File: config.mk
export PLATFORM = sky130hd
export DESIGN_NAME = ps2_mouse_packet_tracker_flat
export DESIGN_NICKNAME = d
export VERILOG_FILES = /design/src/rtl/ps2mt_pkg.sv /design/src/rtl/ps2mt_if.sv /design/src/rtl/ps2_mouse_packet_tracker.sv /design/src/rtl/ps2mt_cfg_regs.sv /design/src/rtl/ps2mt_smooth.sv /design/src/rtl/ps2mt_tracker_core.sv /design/src/flat_wrapper.sv
export SDC_FILE = /design/constraint.sdc
export NUM_CORES = 1
export LEC_CHECK = 0
export BUFFER_PORTS_ARGS = -buffer_cell sky130_fd_sc_hd__clkbuf_2
export CORE_MARGIN = 4
export CORE_UTILIZATION = 65
export DETAILED_ROUTE_END_ITERATION = 16
export HOLD_SLACK_MARGIN = 0.06
export PLACE_DENSITY = 0.86
export SETUP_SLACK_MARGIN = 0.05
export SLEW_MARGIN = 15
export SYNTH_ARGS = -nofsm -noshare
export SYNTH_HDL_FRONTEND = slang
export SYNTH_SLANG_ARGS = --single-unit
File: constraint.sdc
create_clock -name i_clk -period 19.1 [get_ports i_clk]
set_input_delay 0.955 -clock i_clk [delete_from_list [all_inputs] [get_ports i_clk]]
set_output_delay 0.955 -clock i_clk [all_outputs]
set_load 0.1 [all_outputs]
File: src/rtl/ps2mt_pkg.sv
// Package for the PS/2 mouse packet tracker: widths, register indexes,
// packet phase codes and the configuration record.
// Depends on nothing; every other file imports it.
`default_nettype none

package ps2mt_pkg;

    localparam int unsigned BYTE_W   = 8;
    localparam int unsigned COORD_W  = 8;
    localparam int unsigned SMOOTH_W = 12;
    localparam int unsigned FACTOR_W = 9;
    localparam int unsigned TARGET_W = 10;
    localparam int unsigned CFG_IDX_W = 2;

    // Register indexes on the configuration channel.
    localparam logic [CFG_IDX_W-1:0] REG_SMOOTH_FACTOR = 2'd0;
    localparam logic [CFG_IDX_W-1:0] REG_SCREEN_WIDTH  = 2'd1;
    localparam logic [CFG_IDX_W-1:0] REG_SCREEN_HEIGHT = 2'd2;

    localparam logic [FACTOR_W-1:0] SMOOTH_RESET = 9'd77;
    localparam logic [FACTOR_W-1:0] SMOOTH_MAX   = 9'd256;
    localparam logic [COORD_W-1:0]  WIDTH_RESET  = 8'd80;
    localparam logic [COORD_W-1:0]  HEIGHT_RESET = 8'd24;
    localparam logic [COORD_W-1:0]  POS_X_RESET  = 8'd5;
    localparam logic [COORD_W-1:0]  POS_Y_RESET  = 8'd2;

    // Header byte bits.
    localparam int unsigned SYNC_BIT   = 3;
    localparam int unsigned BTN_LEFT   = 0;
    localparam int unsigned BTN_RIGHT  = 1;
    localparam int unsigned BTN_MIDDLE = 2;

    // Packet phase codes.
    localparam logic [1:0] PH_HEADER = 2'd0;
    localparam logic [1:0] PH_DX     = 2'd1;
    localparam logic [1:0] PH_DY     = 2'd2;
    localparam logic [1:0] PH_UNUSED = 2'd3;

    typedef struct packed {
        logic [FACTOR_W-1:0] smooth_factor;
        logic [COORD_W-1:0]  screen_width;
        logic [COORD_W-1:0]  screen_height;
    } t_cfg;

endpackage

`default_nettype wire

File: src/rtl/ps2mt_if.sv
// Handshake interfaces of the PS/2 mouse packet tracker: raw bytes in,
// cursor results out, and the register write channel. Uses ps2mt_pkg.
`default_nettype none

interface ps2mt_byte_if;
    import ps2mt_pkg::*;
    logic              valid;
    logic              ready;
    logic [BYTE_W-1:0] data_byte;
    modport source (output valid, output data_byte, input ready);
    modport sink   (input valid, input data_byte, output ready);
endinterface

interface ps2mt_cursor_if;
    import ps2mt_pkg::*;
    logic               valid;
    logic               ready;
    logic [COORD_W-1:0] cursor_x;
    logic [COORD_W-1:0] cursor_y;
    logic               left_pressed;
    logic               right_pressed;
    logic               middle_pressed;
    modport source (output valid, output cursor_x, output cursor_y, output left_pressed,
                    output right_pressed, output middle_pressed, input ready);
    modport sink   (input valid, input cursor_x, input cursor_y, input left_pressed,
                    input right_pressed, input middle_pressed, output ready);
endinterface

interface ps2mt_cfg_if;
    import ps2mt_pkg::*;
    logic                 valid;
    logic                 ready;
    logic [CFG_IDX_W-1:0] index;
    logic [FACTOR_W-1:0]  data;
    modport source (output valid, output index, output data, input ready);
    modport sink   (input valid, input index, input data, output ready);
endinterface

`default_nettype wire

File: src/rtl/ps2_mouse_packet_tracker.sv
// Top level of the PS/2 mouse packet tracker: input byte register, tracker
// core, result register and configuration registers.
// Depends on ps2mt_pkg, the ps2mt interfaces, ps2mt_cfg_regs and ps2mt_tracker_core.
//
//   channel   direction  beat
//   i_byte    in         one raw mouse byte (data_byte)
//   o_cursor  out        cursor_x, cursor_y and three button states, one per packet
//   i_cfg     in         register index and write data, always ready
//
// A byte is registered on acceptance and processed from the input register;
// the byte that completes a packet loads the result register as it is processed.
// One byte is taken every cycle unless a stalled result holds the input register;
// the input and result registers each hold one beat, and a stalled result blocks only a byte that completes a packet.
// Reset is synchronous and active low and brings back the power-up cursor.
`default_nettype none

module ps2_mouse_packet_tracker
    import ps2mt_pkg::*;
(
    input  wire              i_clk,
    input  wire              i_rst_n,
    ps2mt_byte_if.sink       i_byte,
    ps2mt_cursor_if.source   o_cursor,
    ps2mt_cfg_if.sink        i_cfg
);

    t_cfg              cfg;
    logic              r_in_valid;
    logic [BYTE_W-1:0] r_in_byte;
    logic              r_out_valid;
    logic [COORD_W-1:0] r_out_x;
    logic [COORD_W-1:0] r_out_y;
    logic [2:0]        r_out_btn;

    logic              packet_done;
    logic [COORD_W-1:0] core_x;
    logic [COORD_W-1:0] core_y;
    logic [2:0]        core_btn;
    logic              out_free;
    logic              step;

    ps2mt_cfg_regs u_cfg (
        .i_clk   (i_clk),
        .i_rst_n (i_rst_n),
        .i_cfg   (i_cfg),
        .o_cfg   (cfg)
    );

    ps2mt_tracker_core u_core (
        .i_clk         (i_clk),
        .i_rst_n       (i_rst_n),
        .i_step        (step),
        .i_byte        (r_in_byte),
        .i_cfg         (cfg),
        .o_packet_done (packet_done),
        .o_cursor_x    (core_x),
        .o_cursor_y    (core_y),
        .o_buttons     (core_btn)
    );

    assign out_free     = !r_out_valid || o_cursor.ready;
    assign step         = r_in_valid && (!packet_done || out_free);
    assign i_byte.ready = !r_in_valid || step;

    always_ff @(posedge i_clk) begin
        if (!i_rst_n) begin
            r_in_valid <= 1'b0;
        end else if (i_byte.ready) begin
            r_in_valid <= i_byte.valid;
        end
    end

    always_ff @(posedge i_clk) begin
        if (i_byte.valid && i_byte.ready) begin
            r_in_byte <= i_byte.data_byte;
        end
    end

    always_ff @(posedge i_clk) begin
        if (!i_rst_n) begin
            r_out_valid <= 1'b0;
        end else if (out_free) begin
            r_out_valid <= step && packet_done;
        end
    end

    always_ff @(posedge i_clk) begin
        if (step && packet_done) begin
            r_out_x   <= core_x;
            r_out_y   <= core_y;
            r_out_btn <= core_btn;
        end
    end

    assign o_cursor.valid          = r_out_valid;
    assign o_cursor.cursor_x       = r_out_x;
    assign o_cursor.cursor_y       = r_out_y;
    assign o_cursor.left_pressed   = r_out_btn[0];
    assign o_cursor.right_pressed  = r_out_btn[1];
    assign o_cursor.middle_pressed = r_out_btn[2];

endmodule

`default_nettype wire

File: src/rtl/ps2mt_cfg_regs.sv
// Configuration registers: smoothing factor and screen size.
// Depends on ps2mt_pkg and ps2mt_cfg_if.
`default_nettype none

module ps2mt_cfg_regs
    import ps2mt_pkg::*;
(
    input  wire         i_clk,
    input  wire         i_rst_n,
    ps2mt_cfg_if.sink   i_cfg,
    output t_cfg        o_cfg
);

    t_cfg r_cfg;

    assign i_cfg.ready = 1'b1;
    assign o_cfg       = r_cfg;

    always_ff @(posedge i_clk) begin
        if (!i_rst_n) begin
            r_cfg.smooth_factor <= SMOOTH_RESET;
            r_cfg.screen_width  <= WIDTH_RESET;
            r_cfg.screen_height <= HEIGHT_RESET;
        end else if (i_cfg.valid) begin
            unique case (i_cfg.index)
                REG_SMOOTH_FACTOR: r_cfg.smooth_factor <= i_cfg.data;
                REG_SCREEN_WIDTH:  r_cfg.screen_width  <= i_cfg.data[COORD_W-1:0];
                REG_SCREEN_HEIGHT: r_cfg.screen_height <= i_cfg.data[COORD_W-1:0];
                default: ;
            endcase
        end
    end

endmodule

`default_nettype wire

File: src/rtl/ps2mt_smooth.sv
// One axis of cursor smoothing: blends the target into the last smoothed
// value by a 1/256 factor, truncating toward zero, then clamps to the screen.
// Depends on ps2mt_pkg.
`default_nettype none

module ps2mt_smooth
    import ps2mt_pkg::*;
(
    input  wire logic signed [SMOOTH_W-1:0] i_last,
    input  wire logic signed [TARGET_W-1:0] i_target,
    input  wire logic        [FACTOR_W-1:0] i_factor,
    input  wire logic        [COORD_W-1:0]  i_dim,
    output logic signed      [SMOOTH_W-1:0] o_next,
    output logic             [COORD_W-1:0]  o_pos
);

    localparam int unsigned DIFF_W = SMOOTH_W + 1;
    localparam int unsigned NUM_W  = DIFF_W + FACTOR_W + 1;
    localparam int unsigned Q_W    = NUM_W - 8;

    logic        [FACTOR_W-1:0] factor;
    logic signed [DIFF_W-1:0]   diff;
    logic signed [NUM_W-1:0]    prod;
    logic signed [NUM_W-1:0]    num;
    logic signed [Q_W-1:0]      quot;
    logic        [COORD_W-1:0]  dim;

    always_comb begin
        factor = (i_factor > SMOOTH_MAX) ? SMOOTH_MAX : i_factor;
        diff   = DIFF_W'(i_target) - DIFF_W'(i_last);
        prod   = NUM_W'(diff) * $signed({1'b0, factor});
        num    = (NUM_W'(i_last) <<< 8) + prod;
        // Arithmetic shift floors; a negative value with a remainder moves up by one.
        quot   = num[NUM_W-1:8];
        if (num[NUM_W-1] && (num[7:0] != 8'd0)) begin
            quot = quot + Q_W'(1);
        end
        o_next = quot[SMOOTH_W-1:0];

        dim = (i_dim == '0) ? COORD_W'(1) : i_dim;
        if (quot[Q_W-1]) begin
            o_pos = '0;
        end else if (quot >= $signed({{(Q_W-COORD_W){1'b0}}, dim})) begin
            o_pos = dim - COORD_W'(1);
        end else begin
            o_pos = quot[COORD_W-1:0];
        end
    end

endmodule

`default_nettype wire

File: src/rtl/ps2mt_tracker_core.sv
// Packet assembly and cursor state: takes registered bytes, keeps the header
// and X delta, and on the Y delta forms the new cursor and smoothed values.
// Depends on ps2mt_pkg and ps2mt_smooth.
`default_nettype none

module ps2mt_tracker_core
    import ps2mt_pkg::*;
(
    input  wire                 i_clk,
    input  wire                 i_rst_n,
    input  wire                 i_step,
    input  wire  [BYTE_W-1:0]   i_byte,
    input  wire  t_cfg          i_cfg,
    output logic                o_packet_done,
    output logic [COORD_W-1:0]  o_cursor_x,
    output logic [COORD_W-1:0]  o_cursor_y,
    output logic [2:0]          o_buttons
);

    logic [1:0]                 r_phase;
    logic [BYTE_W-1:0]          r_header;
    logic [BYTE_W-1:0]          r_dx;
    logic [COORD_W-1:0]         r_pos_x;
    logic [COORD_W-1:0]         r_pos_y;
    logic signed [SMOOTH_W-1:0] r_sm_x;
    logic signed [SMOOTH_W-1:0] r_sm_y;

    logic signed [TARGET_W-1:0] tx;
    logic signed [TARGET_W-1:0] ty;
    logic signed [SMOOTH_W-1:0] n_sm_x;
    logic signed [SMOOTH_W-1:0] n_sm_y;
    logic        [COORD_W-1:0]  n_pos_x;
    logic        [COORD_W-1:0]  n_pos_y;

    always_comb begin
        tx = $signed({{(TARGET_W-COORD_W){1'b0}}, r_pos_x})
           + $signed({{(TARGET_W-BYTE_W){r_dx[BYTE_W-1]}}, r_dx});
        ty = $signed({{(TARGET_W-COORD_W){1'b0}}, r_pos_y})
           - $signed({{(TARGET_W-BYTE_W){i_byte[BYTE_W-1]}}, i_byte});
    end

    ps2mt_smooth u_smooth_x (
        .i_last   (r_sm_x),
        .i_target (tx),
        .i_factor (i_cfg.smooth_factor),
        .i_dim    (i_cfg.screen_width),
        .o_next   (n_sm_x),
        .o_pos    (n_pos_x)
    );

    ps2mt_smooth u_smooth_y (
        .i_last   (r_sm_y),
        .i_target (ty),
        .i_factor (i_cfg.smooth_factor),
        .i_dim    (i_cfg.screen_height),
        .o_next   (n_sm_y),
        .o_pos    (n_pos_y)
    );

    assign o_packet_done = (r_phase == PH_DY);
    assign o_cursor_x    = n_pos_x;
    assign o_cursor_y    = n_pos_y;
    assign o_buttons     = {r_header[BTN_MIDDLE], r_header[BTN_RIGHT], r_header[BTN_LEFT]};

    always_ff @(posedge i_clk) begin
        if (!i_rst_n) begin
            r_phase  <= PH_HEADER;
            r_header <= '0;
            r_dx     <= '0;
            r_pos_x  <= POS_X_RESET;
            r_pos_y  <= POS_Y_RESET;
            r_sm_x   <= '0;
            r_sm_y   <= '0;
        end else if (i_step) begin
            unique case (r_phase)
                PH_DX: begin
                    r_dx    <= i_byte;
                    r_phase <= PH_DY;
                end
                PH_DY: begin
                    r_sm_x  <= n_sm_x;
                    r_sm_y  <= n_sm_y;
                    r_pos_x <= n_pos_x;
                    r_pos_y <= n_pos_y;
                    r_phase <= PH_HEADER;
                end
                PH_HEADER, PH_UNUSED: begin
                    // Bytes without the sync bit are dropped while hunting for a header.
                    if (i_byte[SYNC_BIT]) begin
                        r_header <= i_byte;
                        r_phase  <= PH_DX;
                    end else begin
                        r_phase  <= PH_HEADER;
                    end
                end
                default: r_phase <= PH_HEADER;
            endcase
        end
    end

endmodule

`default_nettype wire
File: src/flat_wrapper.sv
// flat-port wrapper written by rule: the top's interface ports become plain ports
module ps2_mouse_packet_tracker_flat import ps2mt_pkg::*;
  (i_clk, i_rst_n, i_byte_valid, i_byte_data_byte, i_byte_ready, o_cursor_valid, o_cursor_cursor_x, o_cursor_cursor_y, o_cursor_left_pressed, o_cursor_right_pressed, o_cursor_middle_pressed, o_cursor_ready, i_cfg_valid, i_cfg_index, i_cfg_data, i_cfg_ready);
  ps2mt_byte_if i_byte_i ();
  ps2mt_cursor_if o_cursor_i ();
  ps2mt_cfg_if i_cfg_i ();
  input  wire i_clk;
  input  wire i_rst_n;
  input wire logic [$bits(i_byte_i.valid)-1:0] i_byte_valid;
  input wire logic [$bits(i_byte_i.data_byte)-1:0] i_byte_data_byte;
  output wire logic [$bits(i_byte_i.ready)-1:0] i_byte_ready;
  output wire logic [$bits(o_cursor_i.valid)-1:0] o_cursor_valid;
  output wire logic [$bits(o_cursor_i.cursor_x)-1:0] o_cursor_cursor_x;
  output wire logic [$bits(o_cursor_i.cursor_y)-1:0] o_cursor_cursor_y;
  output wire logic [$bits(o_cursor_i.left_pressed)-1:0] o_cursor_left_pressed;
  output wire logic [$bits(o_cursor_i.right_pressed)-1:0] o_cursor_right_pressed;
  output wire logic [$bits(o_cursor_i.middle_pressed)-1:0] o_cursor_middle_pressed;
  input wire logic [$bits(o_cursor_i.ready)-1:0] o_cursor_ready;
  input wire logic [$bits(i_cfg_i.valid)-1:0] i_cfg_valid;
  input wire logic [$bits(i_cfg_i.index)-1:0] i_cfg_index;
  input wire logic [$bits(i_cfg_i.data)-1:0] i_cfg_data;
  output wire logic [$bits(i_cfg_i.ready)-1:0] i_cfg_ready;
  assign i_byte_i.valid = i_byte_valid;
  assign i_byte_i.data_byte = i_byte_data_byte;
  assign i_byte_ready = i_byte_i.ready;
  assign o_cursor_valid = o_cursor_i.valid;
  assign o_cursor_cursor_x = o_cursor_i.cursor_x;
  assign o_cursor_cursor_y = o_cursor_i.cursor_y;
  assign o_cursor_left_pressed = o_cursor_i.left_pressed;
  assign o_cursor_right_pressed = o_cursor_i.right_pressed;
  assign o_cursor_middle_pressed = o_cursor_i.middle_pressed;
  assign o_cursor_i.ready = o_cursor_ready;
  assign i_cfg_i.valid = i_cfg_valid;
  assign i_cfg_i.index = i_cfg_index;
  assign i_cfg_i.data = i_cfg_data;
  assign i_cfg_ready = i_cfg_i.ready;
  ps2_mouse_packet_tracker u_core (.i_clk(i_clk), .i_rst_n(i_rst_n), .i_byte(i_byte_i), .o_cursor(o_cursor_i), .i_cfg(i_cfg_i));
endmodule
==> results of run 1 <==
## through the flow
stage          hold slack, ns  instances
3_5_place_dp           0.4281       2234
3_3_place_gp           0.4328       2234
2_1_floorplan          0.4080       1905
6_report               0.4530       2250
4_1_cts                0.4562       2250
5_1_grt                0.4733       2250
## Yosys cell counts (all sizes together), types with 6 or more instances
| library cell | instances | area share |
|---|---|---|
| a21o | 17 | 0.0077 |
| a31oi | 7 | 0.0026 |
| nand3 | 29 | 0.0087 |
| xnor2 | 78 | 0.042 |
| nand4 | 15 | 0.0065 |
| o21a | 6 | 0.0027 |
| nand2 | 205 | 0.046 |
| nor3 | 18 | 0.0064 |
| fa | 244 | 0.29 |
| or3 | 6 | 0.0023 |
| nand2b | 16 | 0.0060 |
| edfxtp | 27 | 0.049 |
| dfxtp | 80 | 0.096 |
| o21ai | 45 | 0.014 |
| ha | 168 | 0.13 |
| buf | 9 | 0.0029 |
| nor2b | 22 | 0.0084 |
| o211ai | 9 | 0.0041 |
| a21oi | 80 | 0.025 |
| a211oi | 28 | 0.013 |
| nor2 | 131 | 0.030 |
| mux2i | 30 | 0.018 |
| o21bai | 15 | 0.0068 |
| inv | 405 | 0.091 |
| and2 | 69 | 0.026 |
| clkbuf | 45 | 0.010 |
| xor2 | 36 | 0.019 |
## flip-flops by register name (all words and copies together), names as in the netlist
name	flops
u_core.u_core.r_pos_x	8
u_core.o_cursor.cursor_x	8
u_core.u_core.r_sm_x	12
u_core.o_cursor.cursor_y	8
u_core.u_core.r_phase	2
u_core.u_core.r_header	3
u_core.r_in_valid	1
u_core.r_in_byte	8
u_core.r_out_btn	3
u_core.u_core.r_dx	8
u_core.u_core.r_pos_y	8
u_core.u_core.r_sm_y	12
u_core.o_cursor.valid	1
u_core.u_cfg.o_cfg	25
## routing by layer
metal	part of all wire	up-vias
met5	0	-
met4	0.027	0
met3	0.10	117
met2	0.47	688
met1	0.40	6346
li1	-	5990
## kinds of logic (layout without fill, tap and decap cells)
family | after synthesis | count (layout)
simple gates | 539 | 539
buf+inv | 459 | 474
fa+ha+maj | 412 | 412
compound gates | 239 | 239
xor+xnor | 114 | 114
flops | 107 | 107
mux | 34 | 34
other cells | 1 | 1
## path summary, 6_finish.rpt
kind / from / end / slack (ns) / cells after the start
setup / recovery: u_core.u_core.r_dx[2]$_SDFFE_PN0P_ / u_core.o_cursor.cursor_x[3]$_DFFE_PP_ / 7.12 / 46
hold / removal: u_core.u_core.r_sm_x[10]$_SDFFE_PN0P_ / u_core.u_core.r_sm_x[10]$_SDFFE_PN0P_ / 0.45 / 2
setup reg to reg: u_core.u_core.r_dx[2]$_SDFFE_PN0P_ / u_core.o_cursor.cursor_x[3]$_DFFE_PP_ / 7.12 / 46
hold reg to reg: u_core.u_core.r_sm_x[10]$_SDFFE_PN0P_ / u_core.u_core.r_sm_x[10]$_SDFFE_PN0P_ / 0.45 / 2
## worst reg2reg max path, delay by kind of cell, from the launching register on
family / cells / cell delay, ns
AOI/OAI and AO/OA: 17 / 3.01
and+or+nand+nor: 10 / 2.46
adders and majority gates: 9 / 4.06
DFF: 1 / 0.36
buffers and inverters: 6 / 0.54
muxes: 1 / 0.33
xor gates and xnor gates: 3 / 0.95
## cell type report
class / count / area, um2
Inverter: 405 / 1520
Tap cell: 330 / 412.9
Sequential cell: 107 / 2412
Clock inverter: 6 / 73.82
Multi-Input combinational cell: 1339 / 12500
Timing Repair Buffer: 53 / 287.8
Fill cell: 1811 / 7749
Clock buffer: 10 / 229.0
==> metrics.csv, run 1 <==
metric;value;unit
result_of_the_run;complete, no violations;
synth-seq-cells;107;
synth-adder-area-share;0.4199;
cts.reportedPaths.clkPinSlew;0.07;ns
clock_sink_count;107;
globalRouteMet3Util;0.07067;
worst_ep_arrival_time;12.05;ns
worstSetupStartpointType;register;
root_buffer;clkbuf_16;
synthMuxAreaShare;0.02166;
top_achievable_clock_speed;83.48;MHz
remaining_drc_errors;0;
placement.io_buffers;44;
rsz0062_at_grt;false;
tightestPinTransition;1.215;ns
syn_area;16640;um2
clk_latency;0.35;ns
finalWorstPathRequiredPeriod;11.98;ns
first_pass_grt_wire_length;69630;um
drt.antenna.violating_nets;0;
postCtsSetupRepairBufs;0;
cts_resized;0;
final_gp_congestion;0.9331;
core_region_area;25180;um2
final_net_count;2351;
timing.setup.tns;0;ns
syn-instance-count;1905;
timing.critical_path.slowest_stage_cell;or4_1;
via_count;13140;
floorplan.initialDensity;0.6607;
grt_util_met2;0.4974;
timing.critical_path.fanout_max;11;
drive_gt1_frac;0.05208;
hold_path.class;register to register;
syn_to_final_growth;4.783;%
drt_pre_antenna_iters;5;
cpPeakStageDelay;0.67;ns
htree_num_levels;3;
cts_hold_repair.buffers;0;
critical-path-top-delay-family;adder cells;
final.setup.worst_slack;7.121;ns
timing_max_transition_violations_final;0;
cts_tree;yes;
first_global_vias;13980;
distinct_cell_type_count_after_synthesis;76;
placed_area;17130;um2
grt_max_degree;59;
finalCoreUtilization;0.6923;
grt.busiest_layer;met2;
yosys_warnings;0;
synthesized_area_fraction_occupied_by_xor_and_xnor_cells;0.06137;
die-area;28220;um2
synth-compound-area-share;0.09393;
fin_hold_viols;0;
finish.instance_area;17430;um2
synth_edf_count;27;
placement.setup.worst_slack;7.384;ns
crit_type;register to register;
yosys.area_share.simple;0.1534;
track_usage;0.3041;
min_period_over_period;0.6272;
synth_top_family_by_area;adder cells;
drtIter0Drc;1232;
hpwlAfterDp;34070;um
grt_overflow;0;
die_width;168.0;um
timing.critical_path.to_type;register;
synth.yosys.seq_area_share;0.1450;
standard_cell_row_count;58;
antenna_violations_before_repair;0;
routing_usage_on_met1;0.4117;
postSynth.topFlopCell;dfxtp_1;
postSynthNetCount;2341;
ios;46;
clockBufferDepth;2;
fin_skew;0.009500;ns
post_synth.cell_area_avg;8.733;um2
slew_headroom;0.1842;
routed_wl;41370;um
setup_viol_count_final;0;
count_of_buffering_cells_on_the_critical_path_with_inverters_included;6;
mostFrequentLayoutCell;inv_1;
max_cap_viols;0;
routedWlPerCell;18.38;um
chip_height;168.0;um
number_of_buffers_inserted_during_clock_tree_synthesis;9;
diodes;0;
synth_async_sr_flop_share;0;
vias_per_instance;5.840;
crit_required;19.17;ns
final_cell_mix;404 x inv_1, 244 x fa_1, 205 x nand2_1;
Power of run 1 is not shown: default switching activity piles up to over one toggle a cycle in this logic, so the estimate is an artifact.
==> inputs of run 2 (changes only) <==
==> constraint.sdc (replaced) <==
create_clock -name i_clk -period 12.34 [get_ports i_clk]
set_input_delay 0.617 -clock i_clk [delete_from_list [all_inputs] [get_ports i_clk]]
set_output_delay 0.617 -clock i_clk [all_outputs]
set_load 0.1 [all_outputs]
==> run 2 against run 1 <==
  * Worst setup slack got worse by 6.3 ns
  * Critical path type unchanged
  * Largest cell class unchanged
  * Final area increased by 0.22%
  * Global-route usage decreased by 0.36 points
  * Critical endpoint is now u_core.o_cursor.cursor_x[4]$_DFFE_PP_
  * Count of clock-buffer cells in the layout increased by 2
  * Wire length increased by 0.28%
  * Cell count increased by 0.13%
  * Sequential share of layout area about the same
==> metrics.csv, run 2 (synthesis results as in run 1) <==
metric;value;unit
antenna_violations_before_repair;0;
standard_cell_row_count;58;
syn_to_final_growth;5.016;%
cts_tree;yes;
final_net_count;2354;
max_cap_viols;0;
top_signal_layer_used;met4;
tightestPinTransition;1.069;ns
placement.io_buffers;44;
fin_hold_viols;0;
worst_ep_arrival_time;11.62;ns
hpwlAfterDp;33890;um
drt_pre_antenna_iters;5;
crit_type;register to register;
worstSetupStartpointType;register;
timing.critical_path.slowest_stage_cell;fa_1;
endpoint_of_the_worst_register_to_register_path;u_core.o_cursor.cursor_x[4]$_DFFE_PP_;
timing_max_transition_violations_final;0;
met3WireLength;4270;um
root_buffer;clkbuf_16;
result_of_the_run;complete, no violations;
number_of_flip_flops_under_the_largest_register_name;25;
ff2ff_path_depth;45;
clock_sink_count;107;
timing.critical_path.fanout_max;9;
setup_viol_count_final;0;
timing.critical_path.to_type;register;
clockBufferDepth;2;
first_global_vias;13810;
first_pass_grt_wire_length;68950;um
finalHoldWorstSlack;0.4516;ns
slew_headroom;0.2824;
hold_path.class;input port to register;
remaining_drc_errors;0;
worst_setup_path_endpoint;u_core.o_cursor.cursor_x[4]$_DFFE_PP_;
rsz0062_at_grt;false;
r2r_slack;0.78;ns
timing.setup.tns;0;ns
die-area;28220;um2
crit_required;12.41;ns
track_usage;0.3005;
final_gp_congestion;0.9385;
met1_length;16840;um
drtIter0Drc;1142;
final_cell_mix;404 x inv_1, 244 x fa_1, 205 x nand2_1;
diodes;0;
chip_height;168.0;um
grt_max_degree;59;
floorplan.initialDensity;0.6607;
grt_overflow;0;
critical_path.startpoint;u_core.u_core.r_dx[2]$_SDFFE_PN0P_;
finalWorstPathRequiredPeriod;11.56;ns
number_of_buffers_inserted_during_clock_tree_synthesis;9;
htree_num_levels;3;
min_period_over_period;0.9364;
die_width;168.0;um
met2WireLength;19270;um
fin_skew;0.008860;ns
routed_wl;41480;um
via_count;13240;
cpPeakStageDelay;0.72;ns
core_region_area;25180;um2
routedWlPerCell;18.41;um
drt.antenna.violating_nets;0;
ios;46;
vias_per_instance;5.877;
drive_gt1_frac;0.05460;
mostFrequentLayoutCell;inv_1;
reg2reg_from;u_core.u_core.r_dx[2]$_SDFFE_PN0P_;
cts.reportedPaths.clkPinSlew;0.07;ns
top_achievable_clock_speed;86.54;MHz
clk_latency;0.35;ns
[run 2: cell type report]
type,count,area [um2]
flip-flops and latches,107,2412
multi-input cells,1339,12510
well taps,330,412.9
clock inverters,4,58.81
fillers,1817,7710
clock buffers,12,246.5
inverters,405,1520
repair buffers,56,310.3
[run 2: worst min-delay path by stage]
stage | from | endpoint | depth (start not counted)
finish | i_byte_data_byte[7] | u_core.r_in_byte[7]$_DFFE_PP_ | 1
global route | i_byte_data_byte[1] | u_core.r_in_byte[1]$_DFFE_PP_ | 1
CTS | i_byte_data_byte[1] | u_core.r_in_byte[1]$_DFFE_PP_ | 1
detailed placement | u_core.u_core.r_header[2]$_SDFFE_PN0P_ | u_core.r_out_btn[2]$_DFFE_PP_ | 0
global placement | u_core.u_core.r_header[0]$_SDFFE_PN0P_ | u_core.r_out_btn[0]$_DFFE_PP_ | 0
floorplan | u_core.u_core.r_header[1]$_SDFFE_PN0P_ | u_core.r_out_btn[1]$_DFFE_PP_ | 0
[run 2: stage by stage]
step | worst slack (ns) | area, um2 | std cells | utilization
after global placement | 0.9715 | 17140 | 2236 | 0.6807
after detailed placement | 0.6414 | 17140 | 2236 | 0.6807
final | 0.7847 | 17470 | 2253 | 0.6938
after floorplan | 1.813 | 16640 | 1905 | -
after CTS | 0.5258 | 17450 | 2252 | 0.6928
after global routing | 0.02544 | 17470 | 2253 | 0.6938
[run 2: layer usage]
layer  global-route usage  up-vias
li1                     -     5987
met3              0.05330       91
met1               0.4188     6448
met5                    0        -
met4              0.08645        0
met2               0.4878      716
[run 2: critical path: cells and delay by family (launching register included)]
family	cells	cell delay, ns
AO/OA/AOI/OAI	17	2.90
multiplexers	1	0.29
adder cells (fa/ha/maj)	9	4.36
buffers and inverters	6	0.39
XOR/XNOR	3	0.72
flip-flops	1	0.34
AND/OR/NAND/NOR	9	2.24
[run 2: repair_timing]
item / CTS / global route
resized for setup: 0 / 3
hold buffers: 0 / 0
buffers inserted: 0 / 1
setup endpoints to repair: 0 / 16
Power of run 2 is left out for the same reason.
==> inputs of run 3 (changes only) <==
--- a/config.mk
+++ b/config.mk
@@ -5,7 +5,7 @@
 export SDC_FILE = /design/constraint.sdc
 export NUM_CORES = 1
 export LEC_CHECK = 0
-export BUFFER_PORTS_ARGS = -buffer_cell sky130_fd_sc_hd__clkbuf_2
+export BUFFER_PORTS_ARGS = -buffer_cell sky130_fd_sc_hd__buf_2
 export CORE_MARGIN = 4
 export CORE_UTILIZATION = 65
 export DETAILED_ROUTE_END_ITERATION = 16
==> run 3 against run 2 <==
  * Utilization rose by 0.11 points
  * Maximum frequency increased by 0.99%
  * Worst setup slack better by 0.11 ns
  * Final area is 0.16% higher
  * Critical path depth up 1
  * Die area is the same
==> metrics.csv, run 3 (synthesis results as in run 1) <==
metric;value;unit
result_of_the_run;complete, no violations;
diodes;0;
cts_tree;yes;
via_count;13170;
cts_hold_repair.buffers;0;
routedWlPerCell;18.46;um
syn_to_final_growth;5.189;%
drtIter0Drc;1170;
critical_path.startpoint;u_core.u_core.r_dx[2]$_SDFFE_PN0P_;
drt.antenna.violating_nets;0;
hold_path.class;input port to register;
vias_per_instance;5.844;
min_period_over_period;0.9272;
reg2reg_from;u_core.u_core.r_dx[2]$_SDFFE_PN0P_;
final_cell_mix;404 x inv_1, 244 x fa_1, 205 x nand2_1;
ios;46;
clk_latency;0.35;ns
finalWorstPathRequiredPeriod;11.44;ns
mostFrequentLayoutCell;inv_1;
routing_usage_on_met1;0.4192;
fin_hold_viols;0;
standard_cell_row_count;58;
antenna_violations_before_repair;1;
die_width;168.0;um
crit_required;12.53;ns
first_global_vias;13970;
die-area;28220;um2
grt_max_degree;58;
chip_height;168.0;um
final_net_count;2355;
first_pass_grt_wire_length;69690;um
htree_num_levels;3;
clock_sink_count;107;
routed_wl;41620;um
number_of_buffers_inserted_during_clock_tree_synthesis;9;
grt_util_met2;0.4886;
top_achievable_clock_speed;87.40;MHz
cpPeakStageDelay;0.71;ns
clockBufferDepth;2;
r2r_slack;0.90;ns
cts.reportedPaths.clkPinSlew;0.07;ns
fin_skew;0.01033;ns
timing.critical_path.slowest_stage_cell;fa_1;
placement.io_buffers;44;
drive_gt1_frac;0.05665;
root_buffer;clkbuf_16;
setup_viol_count_final;0;
timing.critical_path.to_type;register;
worstSetupStartpointType;register;
grt.busiest_layer;met2;
endpoint_of_the_worst_register_to_register_path;u_core.o_cursor.cursor_x[0]$_DFFE_PP_;
timing.setup.tns;0;ns
grt_overflow;0;
globalRouteMet3Util;0.05846;
final_gp_congestion;0.9328;
crit_type;register to register;
worst_setup_path_endpoint;u_core.o_cursor.cursor_x[0]$_DFFE_PP_;
drt_pre_antenna_iters;5;
floorplan.initialDensity;0.6607;
fillerInstances;1802;
track_usage;0.3029;
timing.critical_path.fanout_max;9;
tightestPinTransition;1.044;ns
remaining_drc_errors;0;
slew_headroom;0.2991;
core_region_area;25180;um2
hpwlAfterDp;34080;um
ff2ff_path_depth;46;
worst_ep_arrival_time;11.64;ns
rsz0062_at_grt;false;
max_cap_viols;0;
number_of_flip_flops_under_the_largest_register_name;25;
timing_max_transition_violations_final;0;
-- run 3: cell count changes in the layout (fill, tap and decap cells not counted) --
cell | previous run | this run
clkinv_4 | 2 | 1
xor2_1 | 34 | 33
clkbuf_2 | 44 | 0
clkbuf_8 | 1 | 0
buf_2 | 0 | 44
clkinv_8 | 0 | 1
clkbuf_1 | 2 | 0
clkinvlp_4 | 0 | 1
inv_6 | 0 | 1
inv_8 | 1 | 2
xor2_2 | 2 | 3
buf_4 | 12 | 13
-- run 3: worst max-delay path: cells and delay by family, from the launching register on --
family | cells | cell delay, ns
adder cells (fa/ha/maj) | 9 | 4.29
AO/OA/AOI/OAI | 17 | 2.93
AND/OR/NAND/NOR | 9 | 2.18
XOR/XNOR | 3 | 0.62
buffers and inverters | 7 | 0.55
multiplexers | 1 | 0.35
flip-flops | 1 | 0.34
-- run 3: metrics by stage --
stage | hold slack (ns) | util | std cells | cell area, um2 | setup WS (ns)
detailed placement | 0.4281 | 0.6807 | 2236 | 17140 | 0.5147
global route | 0.4466 | 0.6950 | 2254 | 17500 | 0.04884
CTS | 0.4417 | 0.6933 | 2252 | 17460 | 0.4590
floorplan | 0.4080 | - | 1905 | 16640 | 1.813
finish | 0.4460 | 0.6950 | 2254 | 17500 | 0.8984
global placement | 0.4319 | 0.6807 | 2236 | 17140 | 0.9737
-- run 3: what timing repair did --
action,CTS,global route
gates resized for setup,0,4
setup buffers,0,2
endpoints found under the setup margin,0,16
-- run 3: layer usage --
metal	wire [um]	share of wire
met4	1134	0.027
met1	17000	0.41
met3	4096	0.098
met2	19380	0.47
met5	7	0.00017
-- run 3: cell type report --
cell class                      instances  area (um2)  area share
Sequential cell                       107        2412      0.1378
Clock inverter                          7       93.84    0.005362
Tap cell                              330       412.9     0.02359
Clock buffer                            9       225.2     0.01287
Multi-Input combinational cell       1339       12520      0.7153
Inverter                              405        1520     0.08687
Timing Repair Buffer                   57       317.8     0.01816
-- run 3: worst min-delay path by stage --
stage                                                      start                       endpoint  slack, ns  cells past startpoint
after floorplan           u_core.u_core.r_header[1]$_SDFFE_PN0P_  u_core.r_out_btn[1]$_DFFE_PP_       0.41                      0
after global placement    u_core.u_core.r_header[0]$_SDFFE_PN0P_  u_core.r_out_btn[0]$_DFFE_PP_       0.43                      0
after detailed placement  u_core.u_core.r_header[2]$_SDFFE_PN0P_  u_core.r_out_btn[2]$_DFFE_PP_       0.43                      0
after CTS                                    i_byte_data_byte[7]  u_core.r_in_byte[7]$_DFFE_PP_       0.44                      1
after global routing                         i_byte_data_byte[1]  u_core.r_in_byte[1]$_DFFE_PP_       0.45                      1
final                                        i_byte_data_byte[7]  u_core.r_in_byte[7]$_DFFE_PP_       0.45                      1
Power of run 3 is left out for the same reason.
